$ cat config.mk
export PLATFORM = sky130hd
export DESIGN_NAME = touch_report_decoder_virtual_keys_top
export DESIGN_NICKNAME = d
export VERILOG_FILES = /design/src/sv/trdvk_pkg.sv /design/src/sv/touch_report_decoder_virtual_keys_top.sv /design/src/sv/trdvk_front.sv /design/src/sv/trdvk_cmd_queue.sv /design/src/sv/trdvk_back.sv
export SDC_FILE = /design/constraint.sdc
export NUM_CORES = 1
export LEC_CHECK = 0
export BUFFER_PORTS_ARGS = -buffer_cell sky130_fd_sc_hd__buf_2
export CORE_MARGIN = 2
export CORE_UTILIZATION = 50
export DETAILED_ROUTE_END_ITERATION = 7
export HOLD_SLACK_MARGIN = 0.05
export PLACE_DENSITY = 0.71
export SLEW_MARGIN = 15
export SYNTH_ARGS = -nofsm -noshare
export SYNTH_HDL_FRONTEND = slang
export SYNTH_SLANG_ARGS = --single-unit
$ cat constraint.sdc
create_clock -name clock -period 7 [get_ports clock]
set_input_delay 0.7 -clock clock [delete_from_list [all_inputs] [get_ports clock]]
set_output_delay 0.7 -clock clock [all_outputs]
set_load 0.05 [all_outputs]
$ cat src/sv/trdvk_pkg.sv
// ----------------------------------------------------------------------------
// trdvk_pkg
// Shared types and codes for the touch report decoder with virtual keys.
// ----------------------------------------------------------------------------
`default_nettype none

package trdvk_pkg;

   // Fixed field widths
   localparam int unsigned COORD_W = 12;
   localparam int unsigned SLOT_W  = 3;
   localparam int unsigned ID_W    = 4;
   localparam int unsigned KEY_W   = 3;
   localparam int unsigned SPAN_W  = 24;
   localparam int unsigned CSR_IDX_W = 3;

   // Result kinds
   typedef enum logic [2:0] {
      KIND_POINT  = 3'd0,
      KIND_EMPTY  = 3'd1,
      KIND_KEY    = 3'd2,
      KIND_RELALL = 3'd3,
      KIND_SYNC   = 3'd4
   } kind_type;

   // Virtual key codes
   localparam logic [KEY_W-1:0] BTN_NONE   = 3'd0;
   localparam logic [KEY_W-1:0] BTN_MENU   = 3'd1;
   localparam logic [KEY_W-1:0] BTN_HOME   = 3'd2;
   localparam logic [KEY_W-1:0] BTN_BACK   = 3'd3;
   localparam logic [KEY_W-1:0] BTN_SEARCH = 3'd4;

   // Point record event codes (record byte 0, bits 7:6)
   localparam logic [1:0] REC_DOWN = 2'd0;
   localparam logic [1:0] REC_LIFT = 2'd1;
   localparam logic [1:0] REC_HOLD = 2'd2;

   // Report layout
   localparam int unsigned COUNT_POS      = 2;
   localparam int unsigned FIRST_REC_POS  = 3;
   localparam logic [2:0]  REC_OFF_Y_LOW  = 3'd3;
   localparam logic [2:0]  REC_OFF_LAST   = 3'd5;

   // Register indexes and reset values
   localparam logic [CSR_IDX_W-1:0] CSR_KEY_ROW = 3'd0;
   localparam logic [CSR_IDX_W-1:0] CSR_MENU    = 3'd1;
   localparam logic [CSR_IDX_W-1:0] CSR_HOME    = 3'd2;
   localparam logic [CSR_IDX_W-1:0] CSR_SEARCH  = 3'd3;
   localparam logic [CSR_IDX_W-1:0] CSR_BACK    = 3'd4;

   localparam logic [COORD_W-1:0] KEY_ROW_RST     = 12'd821;
   localparam logic [SPAN_W-1:0]  MENU_SPAN_RST   = 24'd409620;
   localparam logic [SPAN_W-1:0]  HOME_SPAN_RST   = 24'd868504;
   localparam logic [SPAN_W-1:0]  SEARCH_SPAN_RST = 24'd1360144;
   localparam logic [SPAN_W-1:0]  BACK_SPAN_RST   = 24'd1876346;

   // Command queue depth between front and back
   localparam int unsigned CMDQ_DEPTH = 2;

   // Work handed from front to back for one byte
   typedef struct packed {
      logic               decode;
      logic               sync;
      logic [SLOT_W-1:0]  slot;
      logic [1:0]         rec_event;
      logic [ID_W-1:0]    track_id;
      logic [COORD_W-1:0] pos_x;
      logic [COORD_W-1:0] pos_y;
      logic               count_zero;
   } cmd_type;

   // One result beat (last_of_run is added at the output)
   typedef struct packed {
      kind_type           kind;
      logic [SLOT_W-1:0]  slot;
      logic [ID_W-1:0]    track_id;
      logic               pressed;
      logic [COORD_W-1:0] pos_x;
      logic [COORD_W-1:0] pos_y;
      logic [KEY_W-1:0]   key_code;
      logic               key_press;
   } event_type;

endpackage

`default_nettype wire

$ cat src/sv/touch_report_decoder_virtual_keys_top.sv
// ----------------------------------------------------------------------------
// touch_report_decoder_virtual_keys_top
// Touch report decoder with virtual keys: byte stream in, point, key and
// frame sync events out.
//
//  channel  | direction | handshake        | payload
//  ---------+-----------+------------------+---------------------------------
//  req_     | in        | push / full      | report_byte, start_of_report
//  rsp_     | out       | empty / pop      | event fields, last_of_run
//  csr_     | in        | we (no wait)     | index, wdata (24 bits)
//
// A byte is taken in the cycle it is pushed while the command queue has room.
// The back builds all 1 to 4 beats of a command when it loads it and hands out one
// beat per cycle while rsp_pop is held; the next command loads in the cycle
// the last beat is popped. Synchronous reset, no clearing pass.
// A stalled result side fills the two-entry command queue, then raises full.
// ----------------------------------------------------------------------------
`default_nettype none

module touch_report_decoder_virtual_keys_top #(
   parameter int unsigned MAX_POINTS   = 2,
   parameter int unsigned REPORT_BYTES = 15
) (
   input  wire logic        clock,
   input  wire logic        reset,
   // report bytes
   input  wire logic        req_push,
   output logic             req_full,
   input  wire logic [7:0]  req_report_byte,
   input  wire logic        req_start_of_report,
   // events
   output logic             rsp_empty,
   input  wire logic        rsp_pop,
   output logic [2:0]       rsp_event_kind,
   output logic [2:0]       rsp_point_slot,
   output logic [3:0]       rsp_track_id,
   output logic             rsp_pressed,
   output logic [11:0]      rsp_pos_x,
   output logic [11:0]      rsp_pos_y,
   output logic [2:0]       rsp_key_code,
   output logic             rsp_key_press,
   output logic             rsp_last_of_run,
   // configuration
   input  wire logic        csr_we,
   input  wire logic [2:0]  csr_index,
   input  wire logic [23:0] csr_wdata
);
   import trdvk_pkg::*;

   cmd_type   push_cmd, head_cmd;
   event_type head_event;
   logic      accept, cmd_push, cmd_valid, cmd_pop;

   assign accept = req_push && !req_full;

   trdvk_front #(
      .MAX_POINTS   (MAX_POINTS),
      .REPORT_BYTES (REPORT_BYTES)
   ) u_front (
      .clock           (clock),
      .reset           (reset),
      .accept          (accept),
      .report_byte     (req_report_byte),
      .start_of_report (req_start_of_report),
      .cmd_push        (cmd_push),
      .cmd             (push_cmd)
   );

   trdvk_cmd_queue u_cmd_queue (
      .clock    (clock),
      .reset    (reset),
      .push     (cmd_push),
      .push_cmd (push_cmd),
      .full     (req_full),
      .pop      (cmd_pop),
      .valid    (cmd_valid),
      .head     (head_cmd)
   );

   trdvk_back #(
      .MAX_POINTS (MAX_POINTS)
   ) u_back (
      .clock     (clock),
      .reset     (reset),
      .csr_we    (csr_we),
      .csr_index (csr_index),
      .csr_wdata (csr_wdata),
      .cmd_valid (cmd_valid),
      .cmd       (head_cmd),
      .cmd_pop   (cmd_pop),
      .rsp_pop   (rsp_pop),
      .rsp_empty (rsp_empty),
      .rsp_event (head_event),
      .rsp_last  (rsp_last_of_run)
   );

   // Break the head beat out onto the result ports
   assign rsp_event_kind = head_event.kind;
   assign rsp_point_slot = head_event.slot;
   assign rsp_track_id   = head_event.track_id;
   assign rsp_pressed    = head_event.pressed;
   assign rsp_pos_x      = head_event.pos_x;
   assign rsp_pos_y      = head_event.pos_y;
   assign rsp_key_code   = head_event.key_code;
   assign rsp_key_press  = head_event.key_press;

endmodule

`default_nettype wire

$ cat src/sv/trdvk_front.sv
// ----------------------------------------------------------------------------
// trdvk_front
// Tracks the byte position in a report, collects point records and hands
// one command per byte that needs slot decoding or a frame sync.
// ----------------------------------------------------------------------------
`default_nettype none

module trdvk_front #(
   parameter int unsigned MAX_POINTS   = 2,
   parameter int unsigned REPORT_BYTES = 15
) (
   input  wire logic              clock,
   input  wire logic              reset,
   input  wire logic              accept,
   input  wire logic [7:0]        report_byte,
   input  wire logic              start_of_report,
   output logic                   cmd_push,
   output trdvk_pkg::cmd_type     cmd
);
   import trdvk_pkg::*;

   localparam int unsigned POS_W = $clog2(REPORT_BYTES + 1);
   localparam int unsigned PC_W  = $clog2(MAX_POINTS + 1);

   logic [POS_W-1:0]  byte_position_ff, byte_position_in;
   logic [PC_W-1:0]   point_count_ff, point_count_in;
   logic [PC_W-1:0]   prev_count_ff, prev_count_in;
   logic [SLOT_W-1:0] slot_ff, slot_in;
   logic [2:0]        offset_ff, offset_in;
   logic [23:0]       partial_ff, partial_in;

   logic [POS_W-1:0]  pos;
   logic              in_report;
   logic              record_byte;
   logic              decode;
   logic              sync;
   logic [PC_W-1:0]   clamped;

   // Position and classification of the incoming byte
   always_comb begin
      pos         = start_of_report ? '0 : byte_position_ff;
      in_report   = pos < POS_W'(REPORT_BYTES);
      record_byte = in_report && (pos >= POS_W'(FIRST_REC_POS))
                    && (slot_ff < SLOT_W'(MAX_POINTS));
      decode      = record_byte && (offset_ff == REC_OFF_Y_LOW)
                    && (slot_ff < SLOT_W'(prev_count_ff));
      sync        = pos == POS_W'(REPORT_BYTES - 1);
      if (report_byte[3:0] > 4'(MAX_POINTS)) begin
         clamped = PC_W'(MAX_POINTS);
      end else begin
         clamped = PC_W'(report_byte[3:0]);
      end
   end

   // Next state
   always_comb begin
      byte_position_in = byte_position_ff;
      point_count_in   = point_count_ff;
      prev_count_in    = prev_count_ff;
      slot_in          = slot_ff;
      offset_in        = offset_ff;
      partial_in       = partial_ff;
      if (accept) begin
         if (!in_report) begin
            byte_position_in = pos;
         end else begin
            if (pos == POS_W'(COUNT_POS)) begin
               point_count_in = clamped;
               if (prev_count_ff < clamped) begin
                  prev_count_in = clamped;
               end
            end
            // slot/offset counters stand in for (pos-3)/6 and (pos-3)%6
            if (pos < POS_W'(FIRST_REC_POS)) begin
               slot_in   = '0;
               offset_in = '0;
            end else if (offset_ff == REC_OFF_LAST) begin
               slot_in   = slot_ff + 1'b1;
               offset_in = '0;
            end else begin
               offset_in = offset_ff + 1'b1;
            end
            if (record_byte && (offset_ff < REC_OFF_Y_LOW)) begin
               partial_in = {partial_ff[15:0], report_byte};
            end
            if (sync) begin
               prev_count_in    = point_count_ff;
               byte_position_in = POS_W'(REPORT_BYTES);
            end else begin
               byte_position_in = pos + 1'b1;
            end
         end
      end
   end

   // State registers
   always_ff @(posedge clock) begin
      if (reset) begin
         byte_position_ff <= '0;
         point_count_ff   <= '0;
         prev_count_ff    <= '0;
         slot_ff          <= '0;
         offset_ff        <= '0;
      end else begin
         byte_position_ff <= byte_position_in;
         point_count_ff   <= point_count_in;
         prev_count_ff    <= prev_count_in;
         slot_ff          <= slot_in;
         offset_ff        <= offset_in;
      end
      partial_ff <= partial_in;
   end

   // Command toward the back
   always_comb begin
      cmd_push       = accept && in_report && (decode || sync);
      cmd.decode     = decode;
      cmd.sync       = sync;
      cmd.slot       = slot_ff;
      cmd.rec_event  = partial_ff[23:22];
      cmd.track_id   = partial_ff[7:4];
      cmd.pos_x      = {partial_ff[19:16], partial_ff[15:8]};
      cmd.pos_y      = {partial_ff[3:0], report_byte};
      cmd.count_zero = point_count_ff == '0;
   end

endmodule

`default_nettype wire

$ cat src/sv/trdvk_cmd_queue.sv
// ----------------------------------------------------------------------------
// trdvk_cmd_queue
// Short command queue between front and back.
// ----------------------------------------------------------------------------
`default_nettype none

module trdvk_cmd_queue (
   input  wire logic               clock,
   input  wire logic               reset,
   input  wire logic               push,
   input  wire trdvk_pkg::cmd_type push_cmd,
   output logic                    full,
   input  wire logic               pop,
   output logic                    valid,
   output trdvk_pkg::cmd_type      head
);
   import trdvk_pkg::*;

   localparam int unsigned PTR_W = $clog2(CMDQ_DEPTH);
   localparam int unsigned CNT_W = $clog2(CMDQ_DEPTH + 1);

   cmd_type            entry_ff [CMDQ_DEPTH];
   logic [PTR_W-1:0]   wr_ptr_ff, wr_ptr_in;
   logic [PTR_W-1:0]   rd_ptr_ff, rd_ptr_in;
   logic [CNT_W-1:0]   count_ff, count_in;
   logic               do_push, do_pop;

   // Pointer and fill tracking
   always_comb begin
      do_push   = push && !full;
      do_pop    = pop && valid;
      wr_ptr_in = wr_ptr_ff;
      rd_ptr_in = rd_ptr_ff;
      count_in  = count_ff;
      if (do_push) begin
         wr_ptr_in = (wr_ptr_ff == PTR_W'(CMDQ_DEPTH - 1)) ? '0 : wr_ptr_ff + 1'b1;
      end
      if (do_pop) begin
         rd_ptr_in = (rd_ptr_ff == PTR_W'(CMDQ_DEPTH - 1)) ? '0 : rd_ptr_ff + 1'b1;
      end
      if (do_push && !do_pop) begin
         count_in = count_ff + 1'b1;
      end else if (do_pop && !do_push) begin
         count_in = count_ff - 1'b1;
      end
   end

   always_ff @(posedge clock) begin
      if (reset) begin
         wr_ptr_ff <= '0;
         rd_ptr_ff <= '0;
         count_ff  <= '0;
      end else begin
         wr_ptr_ff <= wr_ptr_in;
         rd_ptr_ff <= rd_ptr_in;
         count_ff  <= count_in;
      end
      if (do_push) begin
         entry_ff[wr_ptr_ff] <= push_cmd;
      end
   end

   assign full  = count_ff == CNT_W'(CMDQ_DEPTH);
   assign valid = count_ff != '0;
   assign head  = entry_ff[rd_ptr_ff];

endmodule

`default_nettype wire

$ cat src/sv/trdvk_back.sv
// ----------------------------------------------------------------------------
// trdvk_back
// Runs slot decoding and virtual key tracking for one command, buffers the
// up to four result beats it causes and hands them out one per pop.
// ----------------------------------------------------------------------------
`default_nettype none

module trdvk_back #(
   parameter int unsigned MAX_POINTS = 2
) (
   input  wire logic                              clock,
   input  wire logic                              reset,
   input  wire logic                              csr_we,
   input  wire logic [trdvk_pkg::CSR_IDX_W-1:0]   csr_index,
   input  wire logic [trdvk_pkg::SPAN_W-1:0]      csr_wdata,
   input  wire logic                              cmd_valid,
   input  wire trdvk_pkg::cmd_type                cmd,
   output logic                                   cmd_pop,
   input  wire logic                              rsp_pop,
   output logic                                   rsp_empty,
   output trdvk_pkg::event_type                   rsp_event,
   output logic                                   rsp_last
);
   import trdvk_pkg::*;

   // Configuration
   logic [COORD_W-1:0] key_row_ff;
   logic [SPAN_W-1:0]  menu_span_ff, home_span_ff, search_span_ff, back_span_ff;

   // Key and slot state
   logic [KEY_W-1:0]      held_key_ff, held_key_in;
   logic                  key_active_ff, key_active_in;
   logic [MAX_POINTS-1:0] slot_pressed_ff, slot_pressed_in;

   // Result buffer
   event_type  ev_buf_ff [4];
   event_type  ev_list   [4];
   logic [1:0] idx_ff, last_idx_ff;
   logic       busy_ff;
   logic [2:0] n;

   logic             pop_fire, done, load;
   logic             in_row;
   logic [KEY_W-1:0] key;
   logic             pressed;
   event_type        ev;

   // Configuration writes
   always_ff @(posedge clock) begin
      if (reset) begin
         key_row_ff     <= KEY_ROW_RST;
         menu_span_ff   <= MENU_SPAN_RST;
         home_span_ff   <= HOME_SPAN_RST;
         search_span_ff <= SEARCH_SPAN_RST;
         back_span_ff   <= BACK_SPAN_RST;
      end else if (csr_we) begin
         case (csr_index)
            CSR_KEY_ROW: key_row_ff     <= csr_wdata[COORD_W-1:0];
            CSR_MENU:    menu_span_ff   <= csr_wdata;
            CSR_HOME:    home_span_ff   <= csr_wdata;
            CSR_SEARCH:  search_span_ff <= csr_wdata;
            CSR_BACK:    back_span_ff   <= csr_wdata;
            default: ;
         endcase
      end
   end

   // Key window lookup, menu, home, back, search in that order
   always_comb begin
      in_row = cmd.pos_y > key_row_ff;
      if (cmd.pos_x > menu_span_ff[11:0] && cmd.pos_x < menu_span_ff[23:12]) begin
         key = BTN_MENU;
      end else if (cmd.pos_x > home_span_ff[11:0] && cmd.pos_x < home_span_ff[23:12]) begin
         key = BTN_HOME;
      end else if (cmd.pos_x > back_span_ff[11:0] && cmd.pos_x < back_span_ff[23:12]) begin
         key = BTN_BACK;
      end else if (cmd.pos_x > search_span_ff[11:0]
                   && cmd.pos_x < search_span_ff[23:12]) begin
         key = BTN_SEARCH;
      end else begin
         key = BTN_NONE;
      end
   end

   // Build the result list and next key state for the head command
   always_comb begin
      held_key_in     = held_key_ff;
      key_active_in   = key_active_ff;
      slot_pressed_in = slot_pressed_ff;
      pressed         = 1'b0;
      n               = '0;
      for (int i = 0; i < 4; i++) begin
         ev_list[i] = '0;
      end
      ev      = '0;
      ev.slot = cmd.slot;

      if (cmd.decode) begin
         if (in_row) begin
            if (cmd.rec_event == REC_DOWN) begin
               held_key_in = key;
               if (key != BTN_NONE) begin
                  ev.kind = KIND_KEY; ev.key_code = key; ev.key_press = 1'b1;
                  ev_list[n[1:0]] = ev; n = n + 1'b1;
                  ev = '0; ev.slot = cmd.slot;
               end
               key_active_in = 1'b1;
            end else if (cmd.rec_event == REC_LIFT) begin
               if (held_key_in != key && held_key_in != BTN_NONE) begin
                  ev.kind = KIND_RELALL;
                  ev_list[n[1:0]] = ev; n = n + 1'b1;
                  ev = '0; ev.slot = cmd.slot;
                  held_key_in = BTN_NONE;
               end
               if (key != BTN_NONE) begin
                  ev.kind = KIND_KEY; ev.key_code = key; ev.key_press = 1'b0;
                  ev_list[n[1:0]] = ev; n = n + 1'b1;
                  ev = '0; ev.slot = cmd.slot;
               end
               key_active_in = 1'b0;
            end
         end
         // Per-slot pressed state; a lift also ends a key touch
         for (int s = 0; s < MAX_POINTS; s++) begin
            if (cmd.slot == SLOT_W'(s)) begin
               if (cmd.rec_event == REC_DOWN || cmd.rec_event == REC_HOLD) begin
                  slot_pressed_in[s] = 1'b1;
               end else if (cmd.rec_event == REC_LIFT) begin
                  slot_pressed_in[s] = 1'b0;
               end
               pressed = slot_pressed_in[s];
            end
         end
         if (cmd.rec_event == REC_LIFT && key_active_in) begin
            if (held_key_in != BTN_NONE) begin
               ev.kind = KIND_RELALL;
               ev_list[n[1:0]] = ev; n = n + 1'b1;
               ev = '0; ev.slot = cmd.slot;
               held_key_in = BTN_NONE;
            end
            key_active_in = 1'b0;
         end
         // Point or empty point for the slot
         if (cmd.count_zero) begin
            ev.kind = KIND_EMPTY;
         end else begin
            ev.kind     = KIND_POINT;
            ev.track_id = cmd.track_id;
            ev.pressed  = pressed;
            ev.pos_x    = cmd.pos_x;
            ev.pos_y    = cmd.pos_y;
         end
         ev_list[n[1:0]] = ev; n = n + 1'b1;
      end
      // Frame sync last
      if (cmd.sync) begin
         ev      = '0;
         ev.kind = KIND_SYNC;
         ev_list[n[1:0]] = ev; n = n + 1'b1;
      end
   end

   // Load and drain control
   always_comb begin
      pop_fire = rsp_pop && busy_ff;
      done     = pop_fire && (idx_ff == last_idx_ff);
      load     = cmd_valid && (!busy_ff || done);
      cmd_pop  = load;
   end

   always_ff @(posedge clock) begin
      if (reset) begin
         busy_ff         <= 1'b0;
         idx_ff          <= '0;
         last_idx_ff     <= '0;
         held_key_ff     <= BTN_NONE;
         key_active_ff   <= 1'b0;
         slot_pressed_ff <= '0;
      end else if (load) begin
         busy_ff         <= 1'b1;
         idx_ff          <= '0;
         last_idx_ff     <= 2'(n - 1'b1);
         held_key_ff     <= held_key_in;
         key_active_ff   <= key_active_in;
         slot_pressed_ff <= slot_pressed_in;
      end else if (done) begin
         busy_ff <= 1'b0;
      end else if (pop_fire) begin
         idx_ff <= idx_ff + 1'b1;
      end
      if (load) begin
         for (int i = 0; i < 4; i++) begin
            ev_buf_ff[i] <= ev_list[i];
         end
      end
   end

   // Output head
   assign rsp_empty = !busy_ff;
   assign rsp_event = ev_buf_ff[idx_ff];
   assign rsp_last  = idx_ff == last_idx_ff;

`ifndef NO_ASSERTIONS
   // Draining never runs past the last buffered beat
   a_idx_bound: assert property (@(posedge clock) disable iff (reset)
      busy_ff |-> idx_ff <= last_idx_ff)
      else $error("result index past last beat");

   // A loaded command always shows a beat on the next cycle
   a_load_busy: assert property (@(posedge clock) disable iff (reset)
      load |=> busy_ff)
      else $error("loaded command produced no beat");

   // A held key is always one of the defined key codes
   a_held_key: assert property (@(posedge clock) disable iff (reset)
      held_key_ff <= BTN_SEARCH)
      else $error("held key out of range");

   // Frame sync is only ever the last beat of a run
   a_sync_last: assert property (@(posedge clock) disable iff (reset)
      (busy_ff && rsp_event.kind == KIND_SYNC) |-> rsp_last)
      else $error("frame sync not last");
`endif

endmodule

`default_nettype wire
==> results of run 1 <==
[layout make-up]
type                            count  share of cell area (%)
Antenna cell                        1                 0.01215
Clock buffer                       57                   5.819
Clock inverter                     19                   1.008
Inverter                          133                   2.448
Multi-Input combinational cell   1080                   35.85
Sequential cell                   381                   48.77
Tap cell                          461                   2.800
Timing Repair Buffer              114                   3.286
[where the power goes]
group	internal (W)	switching [W]
Clock	0.00132	0.000900
Sequential	0.00294	0.000143
Combinational	0.000558	0.00132
Total	0.00482	0.00236
[cell families (layout without fill, tap and decap cells)]
| group | count (synthesis) | in the layout | share of synthesized area [%] |
|---|---|---|---|
| AND/OR/NAND/NOR | 607 | 607 | 15.07 |
| flip-flops | 381 | 381 | 55.28 |
| AO/OA/AOI/OAI | 257 | 257 | 8.978 |
| buffers and inverters | 208 | 323 | 4.403 |
| adder cells (fa/ha/maj) | 124 | 124 | 8.543 |
| multiplexers | 81 | 81 | 7.152 |
| XOR/XNOR | 11 | 11 | 0.5719 |
| other | 0 | 1 | 0 |
[state kept, by name, indices dropped and copies added, names as in the netlist, 4 cells and up, named ones only]
register / cells
u_back.back_span_ff: 24
u_back.ev_buf_ff: 147
u_back.home_span_ff: 24
u_back.key_row_ff: 12
u_back.menu_span_ff: 24
u_back.search_span_ff: 24
u_cmd_queue.entry_ff: 72
u_front.byte_position_ff: 4
u_front.partial_ff: 22
[final timing paths]
kind / from / to / slack [ns] / cells after the start
min: req_report_byte[4] / u_front.partial_ff[4] / 0.36 / 1
max reg2reg: flip-flop / u_back.ev_buf_ff[0][3] / 0.43 / 28
min reg2reg: u_front.partial_ff[23] / u_cmd_queue.entry_ff[1][30] / 0.45 / 0
max: flip-flop / u_back.ev_buf_ff[0][3] / 0.43 / 28
[through the flow]
step | area (um^2) | hold WS, ns | setup slack (ns)
3_5_place_dp | 19090 | 0.4455 | 0.1751
6_report | 20600 | 0.3600 | 0.4343
2_1_floorplan | 18160 | 0.4215 | 0.07170
5_1_grt | 20600 | 0.3421 | 0.02359
4_1_cts | 20500 | 0.3369 | 0.1374
3_3_place_gp | 19090 | 0.4262 | 0.3177
[timing repair]
item	4_1_cts	5_1_grt
gates resized for setup	0	8
buffers inserted	0	5
endpoints found under the setup margin	0	5
[routing by layer]
layer	vias to the layer above	part of all wire (%)
met4	0	2.0
met2	425	47
li1	6071	-
met3	69	5.8
met1	6310	45
met5	-	0
[placed cells by master, fill, tap and decap left out, types with 8 or more instances in the layout]
cell type	synthesis	routed
sky130_fd_sc_hd__a211oi_1	17	16
sky130_fd_sc_hd__a31oi_1	9	9
sky130_fd_sc_hd__mux2_2	30	28
sky130_fd_sc_hd__mux2i_1	15	14
sky130_fd_sc_hd__nand2_1	266	266
sky130_fd_sc_hd__clkbuf_16	0	43
sky130_fd_sc_hd__buf_2	6	81
sky130_fd_sc_hd__nor2_1	163	161
sky130_fd_sc_hd__a211o_1	18	18
sky130_fd_sc_hd__buf_4	1	31
sky130_fd_sc_hd__inv_1	132	132
sky130_fd_sc_hd__nand3b_1	27	27
sky130_fd_sc_hd__o211ai_1	8	8
sky130_fd_sc_hd__nor3_1	43	43
sky130_fd_sc_hd__a21oi_1	114	114
sky130_fd_sc_hd__ha_1	124	124
sky130_fd_sc_hd__clkinv_2	0	8
sky130_fd_sc_hd__mux4_2	35	35
sky130_fd_sc_hd__dfxtp_1	140	137
sky130_fd_sc_hd__and2_1	12	12
sky130_fd_sc_hd__o21ai_0	32	30
sky130_fd_sc_hd__a21o_1	19	19
sky130_fd_sc_hd__edfxtp_1	241	241
sky130_fd_sc_hd__and3_1	10	10
sky130_fd_sc_hd__nor2b_1	10	9
sky130_fd_sc_hd__nand4_1	17	17
sky130_fd_sc_hd__nand3_1	24	24
sky130_fd_sc_hd__nor3_2	10	10
[Yosys cell counts, drive strengths merged, types with 3 or more instances]
master / instances / area, um^2
mux4: 35 / 788.3
a211oi: 17 / 127.6
o211a: 3 / 30.03
xnor2: 4 / 35.03
and2: 13 / 81.33
a21oi: 114 / 570.6
edfxtp: 241 / 7237
nor3: 54 / 331.6
dfxtp: 140 / 2803
buf: 17 / 82.58
a2111oi: 5 / 46.30
o21a: 4 / 30.03
a211o: 18 / 157.7
nand2: 266 / 998.5
o31ai: 3 / 41.29
o22ai: 5 / 31.28
or2: 4 / 25.02
a31oi: 9 / 56.30
mux2i: 16 / 172.7
a221oi: 3 / 32.53
nor4: 4 / 25.02
nor2: 163 / 611.8
nand4: 17 / 106.4
nand3b: 27 / 202.7
a21o: 19 / 142.6
o21ai: 34 / 170.2
ha: 124 / 1551
clkbuf: 58 / 217.7
o211ai: 9 / 72.57
and3: 10 / 62.56
nor2b: 10 / 62.56
a22oi: 3 / 22.52
nand2b: 7 / 43.79
nand3: 24 / 120.1
xor2: 7 / 68.82
inv: 133 / 499.2
nor3b: 3 / 27.52
mux2: 30 / 337.8
==> run metrics, run 1 <==
number of cells produced by synthesis=around 1700; proportion of synthesized flip-flops having asynchronous set or reset=0%; number of vias after detailed routing=around 13000; Layout Skew=around 0.018 ns; Chip Width=approximately 190 um; number of synthesized flops with an enable pin=approximately 240; final routed wirelength across all metal layers=45.46 mm; iteration count of the initial detailed-routing pass=4; Die Y=approximately 190 um; post-detailed-placement half-perimeter wirelength=around 31 mm; share of layout cells above drive strength 1=between 10% and 20%; power consumption=between 0.007 and 0.008 W; global-route wire length before repair=70.31 mm; Synthesized Nets=1834; maximum number of pins on one net before global-route repair=95; Final period util=93.80%; Top delay family on crit path=simple AND/OR/NAND/NOR gates; HP Class=in -> reg; residual overflow from global routing=0; count of input and output buffers=just over 80; number of distinct standard cells referenced by the synthesized netlist=67; GRT met3 Usage=2.707%; delay contributed by the slowest stage of the critical path=approximately 0.46 ns; total die area=~0.038 mm^2; critical path launch point type=flip-flop; Setup Viol. Count Final=0; NumNets Final=~1900; worst slew pin tran=around 1.2 ns; global routing usage on met1=34.76%; final critical-path required period=around 6.6 ns; initial DRC count=between 1000 and 1500; CP required=between 7 and 8 ns; Setup crit end kind=flip-flop; count of state elements after synthesis=381; clock tree from TritonCTS=built; initial core utilization=slightly above 50%; number of max-capacitance violations reported=0; unrepaired setup endpoints after global routing=no; post-route non-filler standard cell count=between 2000 and 2500; routed vias/inst=about 5.7; Post-Synthesis Cell Area=~0.018 mm^2; outcome=complete, no violations; fraction of the yosys area taken by sequential cells=55.28%; leakage component of the power=7.787 nW; met2 track utilization from global routing=around two fifths; sum of buffers and inverters on the critical path=5; peak clock frequency supported by timing=0.1523 GHz; final slew viol count=0; Core Rows=~70; Final GP Congestion=roughly 0.87; cell type of the slowest stage on the worst timing path=sky130_fd_sc_hd__dfxtp_4; initial antenna violation count=2; combined area of the multi-input logic cells=0.007385 mm^2; number of hold violations in the final report=0; worst voltage drop across the vdd grid=roughly 0.00022 V; CTS Hold Buffers Added=0; maximum buffer depth of the clock tree=3; Mean Syn Cell Area=between 10 and 15 um^2; clk root buf=sky130_fd_sc_hd__clkbuf_16; worst skew pair latency=0.55 ns; most frequent cell on the critical path=sky130_fd_sc_hd__ha_1; critical-path maximum fanout=12; count of pins on the block boundary=83; # placed instances=2163; number of routed nets with antenna violations=0; area of the core region=between 0.03 and 0.04 mm^2; worst path arrival time=6.94 ns; number of filler cells placed in the layout=just under 3000; GR Util All Layers=approximately a quarter; average wire per standard cell=roughly 20 um; vias in the first global route=around 12000; yosys synthesis warning count=0; Slew Limit Headroom=between 20% and 30%; H-tree Lvls=2; share of the core filled with cells in the final layout=slightly below 60%; type of the worst setup path=reg -> reg; highest-utilization routing layer at the global route stage=met2; dominant synthesized flop cell=sky130_fd_sc_hd__edfxtp_1; clock net sink count=381; residual DRC count=0; Clock transition at path regs=around 0.060 ns; storage element area=~0.01 mm^2; Post-Route Setup TNS=0 ns; pwr dens=~350 mW/mm^2; number of buffers added by the clock tree synthesis step=41; P&R area growth vs syn=13.42%
Power figures use the tool's default switching activity.
==> run 2, diff against run 1 <==
--- a/config.mk
+++ b/config.mk
@@ -6,11 +6,13 @@
 export NUM_CORES = 1
 export LEC_CHECK = 0
 export BUFFER_PORTS_ARGS = -buffer_cell sky130_fd_sc_hd__buf_2
+export CELL_PAD_IN_SITES_DETAIL_PLACEMENT = 1
+export CELL_PAD_IN_SITES_GLOBAL_PLACEMENT = 1
 export CORE_MARGIN = 2
-export CORE_UTILIZATION = 50
+export CORE_UTILIZATION = 45
 export DETAILED_ROUTE_END_ITERATION = 7
 export HOLD_SLACK_MARGIN = 0.05
-export PLACE_DENSITY = 0.71
+export PLACE_DENSITY = 0.77
 export SLEW_MARGIN = 15
 export SYNTH_ARGS = -nofsm -noshare
 export SYNTH_HDL_FRONTEND = slang
==> run metrics, run 2 (synthesis gave the netlist of run 1 again) <==
outcome=complete, no violations; worst voltage drop across the vdd grid=roughly 0.00015 V; peak clock frequency supported by timing=~0.15 GHz; maximum number of pins on one net before global-route repair=slightly above 80; Setup crit end kind=flip-flop; Layout Skew=0.03142 ns; count of cells along the worst hold path=1; cell type of the slowest stage on the worst timing path=sky130_fd_sc_hd__dfxtp_4; routed vias/inst=~5.7; Final period util=approximately 93%; final critical-path required period=6.495 ns; GR Util All Layers=around a quarter; delay contributed by the slowest stage of the critical path=around 0.47 ns; number of max-capacitance violations reported=0; critical-path maximum fanout=13; unrepaired setup endpoints after global routing=no; share of the core filled with cells in the final layout=51.47%; worst skew pair latency=between 0.5 and 0.6 ns; global-route wire length before repair=~77 mm; worst slew pin tran=~1.2 ns; commonest non-fill, non-tap cell in the layout=sky130_fd_sc_hd__nand2_1; logic depth of the worst register-to-register path=27; Final GP Congestion=0.8608; registers with the highest flip-flop counts=u_back.ev_buf_ff: 147 flops, u_cmd_queue.entry_ff: 72 flops; total die area=about 0.042 mm^2; number of buffers added by the clock tree synthesis step=40; logic depth of the worst path, buffers included=27; Switch Pwr=about 0.0024 W; number of diodes added for antenna fixing=0; CTS Hold Buffers Added=0; residual overflow from global routing=0; number of filler cells placed in the layout=4352; worst path arrival time=around 6.9 ns; initial DRC count=800; most frequent cell on the critical path=sky130_fd_sc_hd__ha_1; leakage component of the power=7.680 nW; iteration count of the initial detailed-routing pass=5; share of layout cells above drive strength 1=between 10% and 20%; maximum buffer depth of the clock tree=3; H-tree Lvls=2; type of the worst setup path=reg -> reg; final routed wirelength across all metal layers=approximately 50 mm; clk root buf=sky130_fd_sc_hd__clkbuf_16; final slew viol count=0; Top delay family on crit path=simple AND/OR/NAND/NOR gates; internal cell power=~0.0047 W; pwr dens=346.2 mW/mm^2; post-detailed-placement half-perimeter wirelength=34.48 mm; share of power burned in combinational logic=a little over a quarter; NumNets Final=1907; critical path launch point type=flip-flop; storage element area=between 0.01 and 0.015 mm^2; WHS=roughly 0.35 ns; clock net sink count=between 300 and 400; count of input and output buffers=about 80; number of vias after detailed routing=around 13000; number of flip-flops under the largest register name=147; initial antenna violation count=1; HP Class=in -> reg; largest register by flop count=u_back.ev_buf_ff; Die Y=slightly above 200 um; count of pins on the block boundary=just over 80; number of routed nets with antenna violations=0; initial core utilization=45.60%; area of the core region=around 0.040 mm^2; CP required=around 7.4 ns; Core Rows=73; number of hold violations in the final report=0; residual DRC count=0; switching share of total power=approximately a third; Setup Viol. Count Final=0; Clk pwr share=30.2%; Chip Width=between 200 and 250 um; Slew Limit Headroom=roughly 18%; worst min-delay path startpoint=req_report_byte[4]; worst setup slack for register-to-register paths=approximately 0.5 ns; P&R area growth vs syn=12.87%; Clock transition at path regs=about 0.070 ns; sequential fraction of design power=between 40% and 50%; vias in the first global route=13750; clock tree from TritonCTS=built; commonest non-fill, non-tap cells in the layout=sky130_fd_sc_hd__nand2_1, sky130_fd_sc_hd__edfxtp_1, sky130_fd_sc_hd__nor2_1, sky130_fd_sc_hd__dfxtp_1, sky130_fd_sc_hd__inv_1; sum of buffers and inverters on the critical path=4; average wire per standard cell=around 22 um; combined area of the multi-input logic cells=0.007396 mm^2
-- run 2: cell count changes in the layout (fill, tap and decap cells not counted), sizes merged --
| cell | previous run | this run |
|---|---|---|
| clkbuf | 57 | 58 |
| clkinv | 11 | 9 |
| clkinvlp | 1 | 0 |
| diode | 1 | 0 |
| buf | 114 | 106 |
| inv | 137 | 135 |
| bufinv | 3 | 4 |
-- run 2: repair_timing --
item	in CTS	in global routing
resized for setup	1	6
setup endpoints to repair	1	49
hold endpoints to repair	0	0
pin swaps	0	1
buffers inserted	0	2
-- run 2: final timing paths --
path                                  to
max               u_back.ev_buf_ff[0][3]
min           u_cmd_queue.entry_ff[0][5]
max reg2reg       u_back.ev_buf_ff[0][3]
min reg2reg  u_cmd_queue.entry_ff[1][30]
-- run 2: per-stage QoR --
step / worst slack [ns] / total power [W] / TNS [ns] / cells / instance area [um^2]
after global routing: 0.01704 / 0.007400 / 0 / 2298 / 20500
after CTS: 0.02819 / 0.007135 / 0 / 2296 / 20460
after global placement: 0.3789 / 0.004897 / 0 / 2223 / 19150
after detailed placement: -0.01679 / 0.004996 / -0.01679 / 2223 / 19150
final: 0.5053 / 0.007095 / 0 / 2298 / 20500
after floorplan: 0.07170 / 0.004449 / 0 / 1669 / 18160
-- run 2: final cells by class --
type	instances	share of cell area, %
repair buffers	106	2.893
well taps	525	3.205
clock inverters	15	0.9462
multi-input cells	1080	36.08
clock buffers	58	5.408
inverters	133	2.460
flip-flops and latches	381	49.00
-- run 2: worst reg2reg max path, stage by stage, from the launching register on --
cell	delay [ns]
sky130_fd_sc_hd__dfxtp_4	0.47
sky130_fd_sc_hd__mux2_4	0.42
sky130_fd_sc_hd__ha_1	0.35
sky130_fd_sc_hd__nor2b_1	0.16
sky130_fd_sc_hd__o211ai_1	0.18
sky130_fd_sc_hd__a211oi_1	0.13
sky130_fd_sc_hd__a2111oi_2	0.39
sky130_fd_sc_hd__buf_4	0.19
sky130_fd_sc_hd__nor2_1	0.07
sky130_fd_sc_hd__or3_1	0.39
sky130_fd_sc_hd__and3_1	0.21
sky130_fd_sc_hd__o22ai_2	0.19
sky130_fd_sc_hd__inv_1	0.09
sky130_fd_sc_hd__ha_1	0.28
sky130_fd_sc_hd__nor2_1	0.04
sky130_fd_sc_hd__a211o_1	0.31
sky130_fd_sc_hd__inv_1	0.10
sky130_fd_sc_hd__ha_1	0.24
sky130_fd_sc_hd__o21ai_1	0.24
sky130_fd_sc_hd__ha_1	0.35
sky130_fd_sc_hd__nor2_2	0.22
sky130_fd_sc_hd__inv_1	0.06
sky130_fd_sc_hd__ha_1	0.17
sky130_fd_sc_hd__and2_1	0.14
sky130_fd_sc_hd__or2_2	0.34
sky130_fd_sc_hd__nor3_1	0.21
sky130_fd_sc_hd__o21ai_1	0.17
sky130_fd_sc_hd__nor4_1	0.21
-- run 2: per-layer routing --
| metal | share of wire [%] | vias to the layer above | track usage, % |
|---|---|---|---|
| li1 | - | 6041 | - |
| met5 | 0 | - | 0 |
| met1 | 44 | 6559 | 31.89 |
| met2 | 48 | 300 | 40.28 |
| met4 | 3.0 | 0 | 7.862 |
| met3 | 4.9 | 96 | 3.500 |
-- run 2: power groups by stage --
stage	combinational, W	sequential (W)	clock (W)
after floorplan	0.00138	0.00307	0
after global placement	0.00181	0.00309	0
after detailed placement	0.00186	0.00314	0
after CTS	0.00187	0.00309	0.00217
after global routing	0.00202	0.00313	0.00225
final	0.00187	0.00309	0.00214
